**config.mk**
```make
export PLATFORM = sky130hd
export DESIGN_NAME = egi_ctrl
export DESIGN_NICKNAME = d
export VERILOG_FILES = /design/src/sv/egi_pkg.sv /design/src/sv/egi_ctrl.sv
export SDC_FILE = /design/constraint.sdc
export NUM_CORES = 1
export LEC_CHECK = 0
export ABC_CLOCK_PERIOD_IN_PS = 1000
export BUFFER_PORTS_ARGS = -buffer_cell sky130_fd_sc_hd__buf_4
export CAP_MARGIN = 20
export CORE_AREA = 2 2 39 41
export DETAILED_ROUTE_END_ITERATION = 7
export DIE_AREA = 0 0 41 43
export RECOVER_POWER = 25
export SETUP_SLACK_MARGIN = 0.2
export SYNTH_ARGS = -nofsm -noshare
export SYNTH_HDL_FRONTEND = slang
export SYNTH_SLANG_ARGS = --single-unit
```
**constraint.sdc**
```tcl
create_clock -name clk_i -period 1 [get_ports clk_i]
set_input_delay 0.2 -clock clk_i [delete_from_list [all_inputs] [get_ports clk_i]]
set_output_delay 0.2 -clock clk_i [all_outputs]
set_load 0.03 [all_outputs]
```
**src/sv/egi_pkg.sv**
```systemverilog
// Shared types, constants and the luminance quantizer of the edge-aware glyph indexer.
package egi_pkg;

  localparam logic [1:0] CfgLineWidth   = 2'd0;
  localparam logic [1:0] CfgFrameHeight = 2'd1;
  localparam logic [1:0] CfgQuantLevels = 2'd2;

  localparam logic [3:0] GlyphSteep   = 4'd10;
  localparam logic [3:0] GlyphFalling = 4'd11;
  localparam logic [3:0] GlyphFlat    = 4'd12;
  localparam logic [3:0] GlyphRising  = 4'd13;

  localparam logic [20:0] EdgeThresholdSq = 21'd160000;
  localparam logic [7:0]  DarkLimit       = 8'd192;
  localparam logic [9:0]  SteepSlopeQ8    = 10'd788;
  localparam logic [6:0]  FlatSlopeQ8     = 7'd83;

  typedef enum logic [2:0] {
    ST_IDLE,
    ST_READ,
    ST_GRAD,
    ST_CLASS,
    ST_EMIT_INT,
    ST_EMIT_BRD
  } state_e;

  typedef struct packed {
    logic accept;
    logic shift;
    logic grad;
    logic classify;
    logic emit_int;
  } cmd_t;

  typedef struct packed {
    logic interior;
    logic border;
  } status_t;

  // Level is the count of multiples of the step size that the scaled grey reaches.
  function automatic logic [3:0] lumin_level(logic [7:0] grey, logic [3:0] levels);
    logic [14:0] div;
    logic [17:0] prod;
    logic [17:0] bound;
    logic [3:0]  lvl;
    case (levels)
      4'd2:    div = 15'd25500;
      4'd3:    div = 15'd12750;
      4'd4:    div = 15'd8500;
      4'd5:    div = 15'd6375;
      4'd6:    div = 15'd5100;
      4'd7:    div = 15'd4250;
      4'd8:    div = 15'd3642;
      4'd9:    div = 15'd3187;
      default: div = 15'd2833;
    endcase
    prod = 18'(grey) * 18'd100;
    lvl  = 4'd0;
    for (int k = 1; k <= 9; k++) begin
      bound = 18'(div) * 18'(k);
      if (prod >= bound) begin
        lvl = lvl + 4'd1;
      end
    end
    return lvl;
  endfunction

endpackage

```
**src/sv/egi_ctrl.sv**
```systemverilog
// Controller state machine sequencing one item through read, gradient, classify and emit.
module egi_ctrl import egi_pkg::*; (
  input  logic    clk_i,
  input  logic    rst_ni,
  input  logic    in_valid_i,
  output logic    in_stall_o,
  output logic    out_valid_o,
  input  logic    out_stall_i,
  input  status_t status_i,
  output cmd_t    cmd_o
);

  state_e state_q, state_d;

  always_ff @(posedge clk_i or negedge rst_ni) begin
    if (!rst_ni) begin
      state_q <= ST_IDLE;
    end else begin
      state_q <= state_d;
    end
  end

  always_comb begin
    state_d = state_q;
    case (state_q)
      ST_IDLE:  if (in_valid_i) state_d = ST_READ;
      ST_READ:  state_d = ST_GRAD;
      ST_GRAD:  state_d = ST_CLASS;
      ST_CLASS: begin
        if (status_i.interior) state_d = ST_EMIT_INT;
        else if (status_i.border) state_d = ST_EMIT_BRD;
        else state_d = ST_IDLE;
      end
      ST_EMIT_INT: begin
        if (!out_stall_i) state_d = status_i.border ? ST_EMIT_BRD : ST_IDLE;
      end
      ST_EMIT_BRD: if (!out_stall_i) state_d = ST_IDLE;
      default:  state_d = ST_IDLE;
    endcase
  end

  always_comb begin
    in_stall_o      = (state_q != ST_IDLE);
    out_valid_o     = (state_q == ST_EMIT_INT) || (state_q == ST_EMIT_BRD);
    cmd_o.accept    = (state_q == ST_IDLE) && in_valid_i;
    cmd_o.shift     = (state_q == ST_READ);
    cmd_o.grad      = (state_q == ST_GRAD);
    cmd_o.classify  = (state_q == ST_CLASS);
    cmd_o.emit_int  = (state_q == ST_EMIT_INT);
  end

endmodule

```
# == Yosys cells after proc, flatten, opt, wreduce, memory -nomap -nowiden ==
# Index checks and enable logic that the tools add are counted.
# totals
latch_bits,0
out_inout_bits,7
ff_bits,3
inputBits,6
memories,0
rom_bits,0
ramBits,0
word_cells,20
# classes
n_bitwise,0
magnitude_cmp,0
add_sub_neg,0
mul,0
n_eq_ne,8
div_mod_pow,0
n_mux,6
shifts,0
n_reduce_logical,5
# op_table
cell,n
$pmux 3 s6,1
$mux 3,5
$eq 3x2->1 const B,2
$eq 3x3->1 const B,2
$ne 2x2->1 const B,3
$eq 3x1->1 const B,1
$logic_not 3->1,1
$reduce_and 3->1,1
$reduce_bool 3->1,1
$logic_and 1x1->1,1
$logic_or 1x1->1,1

# == Depth between registers and ports, before layout ==
# depth
ltp_word,3
depth_mapped,3
ltp_nobuf,3

# == Worst setup path before layout ==
# Ideal clock, no wire load.
# synth_path
path_kind,register -> output
start,reg state_q[2]
end,out cmd_o[4] in the netlist's numbering
slack_ps,-598
path_stages_with_launch,3
required_time_ps,800
n_path_buf,0
arrival_ps,1398
cell_sequence,dfrtp_1 > or3_1 > nor2_1
# synth_rtl
element,line_no,text
start: declaration,egi_ctrl.sv:13,"state_e state_q, state_d;"
start signal: assignment,egi_ctrl.sv:19,state_q <= state_d;
end: declaration,egi_ctrl.sv:10,output cmd_t cmd_o

==> qor.yml <==
clock_skew_ns: 0.004698
synth_nets: 30
start_kind: "flip-flop"
layout_common_cells: "13 x sky130_fd_sc_hd__buf_4, 9 x sky130_fd_sc_hd__buf_6, 3 x sky130_fd_sc_hd__nor2_4, 3 x sky130_fd_sc_hd__clkbuf_4"
number_of_antenna_violations_at_the_first_check_in_global_routing: 0
place_hpwl_um: 471.1
global_route.usage.met2: 0.1375
drt_first_pass_iters: 2
grt_util_met3: 0.03141
global_route_wire_length_before_repair_um: 1028
grt-ovfl-total: 0
final-setup-viol-count: 10
area_delta_synth_final_pct: 166.5
netlist_area_sq_um: 193.9
ir_worst_vdd_v: 0.0007923
grt_max_degree: 8
grtUsageMet1: 0.09091
buffer_ports.inserted: 12
layout.nets: 59
num_io_pins: 13
final-hold-violation-count: 0
filler_cell_count: 150
post-route-period-util: 1.445
outcome: "complete, but fails checks"
drt_iter0_drc: 4
detail_route.vias_per_cell: 3.985
sequential_fraction_of_the_synthesis_area: 0.3871
synth_cell_type_count: 14
hp-class: "input port to flip-flop"
dp_worst_setup_slack_ns: -0.2031
netlist_instances: 24
die-width_um: 41
mostFrequentLayoutCell: "sky130_fd_sc_hd__buf_4"
die_area_sq_um: 1763
synth_top_cell_by_area: "sky130_fd_sc_hd__dfrtp_1"
power.leakage_uw: 0.0002397
registers.top_by_ff_count: "state_q"
fmaxAchievable_mhz: 691.9
clock_pin_slew_of_the_registers_on_the_worst_case_setup_and_hold_paths_ns: 0.04
top_usage_layer: "met2"
post_synth.cell_area_avg_sq_um: 8.081
number_of_buffers_on_the_longest_clock_path: 2
post-route-worst-setup-slack_ns: -0.4452
drc: 0
largest_register_ff_count: 3
cts_tree: "built"
count_of_state_elements_after_synthesis: 3
yosys_warnings: 0
violations: "setup timing"
worst-path-max-fanout: 2
effective_utilization_at_floorplan: 0.1401
antenna_cells: 0
routabilityCongestion: 0.7122
cp.arrival_ns: 1.25
clkLatencyLatePin_ns: 0.24
routedWlPerCell_um: 9.985
final-max-slew-violation-count: 0
drt_wl_total_um: 679
number_of_global_route_vias_before_repair: 267
grt_use_total: 0.09668
cts-buffers-inserted: 3
ff2ff_setup_slack_ns: -0.20
number_of_maximum_capacitance_violations: 0
setup_total_negative_slack_ns: -3.029
cts_root_buf: "sky130_fd_sc_hd__clkbuf_4"
detailroute.via_count: 271
final_layout_size_suffix_gt1_frac: 0.7308
cts_htree_levels: 1
critPathKind: "flip-flop to output port"
critPathCaptureType: "output port"
worstPathRequired_ns: 0.80
fp-row-count: 14
drt.antenna.violating_nets: 0
tightest_slew_ns: 0.1627
synth_top_cell_area_share: 0.3871
power_per_cell_area_nw_per_um2: 3472
synth.top_cells.by_area: "sky130_fd_sc_hd__dfrtp_1 39%, sky130_fd_sc_hd__nor2_1 7.7%, sky130_fd_sc_hd__nor3b_1 7.7%"
worst_slew_margin_rel: 0.8904
floorplan.core_area_sq_um: 1384
die_y_um: 43
final_critical_period_ns: 1.445
numClockSinks: 3
layout_top_registers: "state_q x3"
rsz_0062_raised_after_global_routing: "true"
## cells in the mapped netlist
cell type	instances
sky130_fd_sc_hd__o21ai_1	1
sky130_fd_sc_hd__or2_1	1
sky130_fd_sc_hd__o22ai_1	1
sky130_fd_sc_hd__dfrtp_1	3
sky130_fd_sc_hd__nand2b_1	2
sky130_fd_sc_hd__inv_1	3
sky130_fd_sc_hd__a21oi_1	2
sky130_fd_sc_hd__a211o_1	1
sky130_fd_sc_hd__nor3b_1	2
sky130_fd_sc_hd__or3_1	1
sky130_fd_sc_hd__o21ai_0	1
sky130_fd_sc_hd__nor3_2	1
sky130_fd_sc_hd__nor2_1	4
sky130_fd_sc_hd__nand3b_1	1
## report_power, final
| group | total (uW) | leakage, uW | switching, uW | internal, uW |
|---|---|---|---|---|
| logic | 1350 | 0.000189 | 656 | 691 |
| registers | 222 | 0.0000356 | 40.7 | 182 |
| clock network | 224 | 0.0000150 | 73.8 | 150 |
| total | 1790 | 0.000240 | 771 | 1020 |
## worst paths after layout
path                             start          to  depth (start not counted)
max                         state_q[0]    cmd_o[4]                          3
min                        out_stall_i  state_q[2]                          3
max reg2reg                 state_q[2]  state_q[2]                          5
min reg2reg                 state_q[2]  state_q[0]                          3
max in group asynchronous       rst_ni  state_q[1]                          2
min in group asynchronous       rst_ni  state_q[2]                          2
## routing by layer
layer	vias to the layer above	wire (um)
met5	-	0
met4	0	26
met3	4	60
met2	12	332
met1	118	259
li1	137	-
## what timing repair did
item | 4_1_cts | 5_1_grt
pin swaps | 1 | 1
setup buffers | 1 | 4
hold endpoints to repair | 3 | 0
gates resized for setup | 10 | 5
endpoints found under the setup margin | 10 | 10
hold buffers | 1 | 0
## area by class of cell
class	instances	area (sq um)	area share
Clock buffer	4	26.28	0.05085
Inverter	3	13.76	0.02663
Multi-Input combinational cell	18	166.4	0.3220
Sequential cell	3	77.57	0.1501
Tap cell	16	20.02	0.03874
Timing Repair Buffer	24	212.7	0.4116
## through the flow
stage	cells	hold WS (ns)	power (uW)	area [sq um]	utilization
2_1_floorplan	24	-0.09559	805.2	229.0	-
3_3_place_gp	58	-0.008419	1189	384.1	0.2776
4_1_cts	64	0.2452	1606	467.9	0.3382
5_1_grt	68	0.2828	1895	516.7	0.3734
6_report	68	0.2600	1794	516.7	0.3734
3_5_place_dp	58	-0.009338	1195	384.1	0.2776
## critical path: stages (launching register included)
cell,delay [ns]
sky130_fd_sc_hd__dfrtp_2,0.41
sky130_fd_sc_hd__or3_4,0.39
sky130_fd_sc_hd__nor2_4,0.09
sky130_fd_sc_hd__buf_6,0.13
## logic make-up (layout without fill, tap and decap cells)
group	after synthesis	in the layout	synth area share
compound gates	6	6	0.1806
buf+inv	3	31	0.05806
flops	3	3	0.3871
simple gates	12	12	0.3742
(Power assumes the default switching activity.)
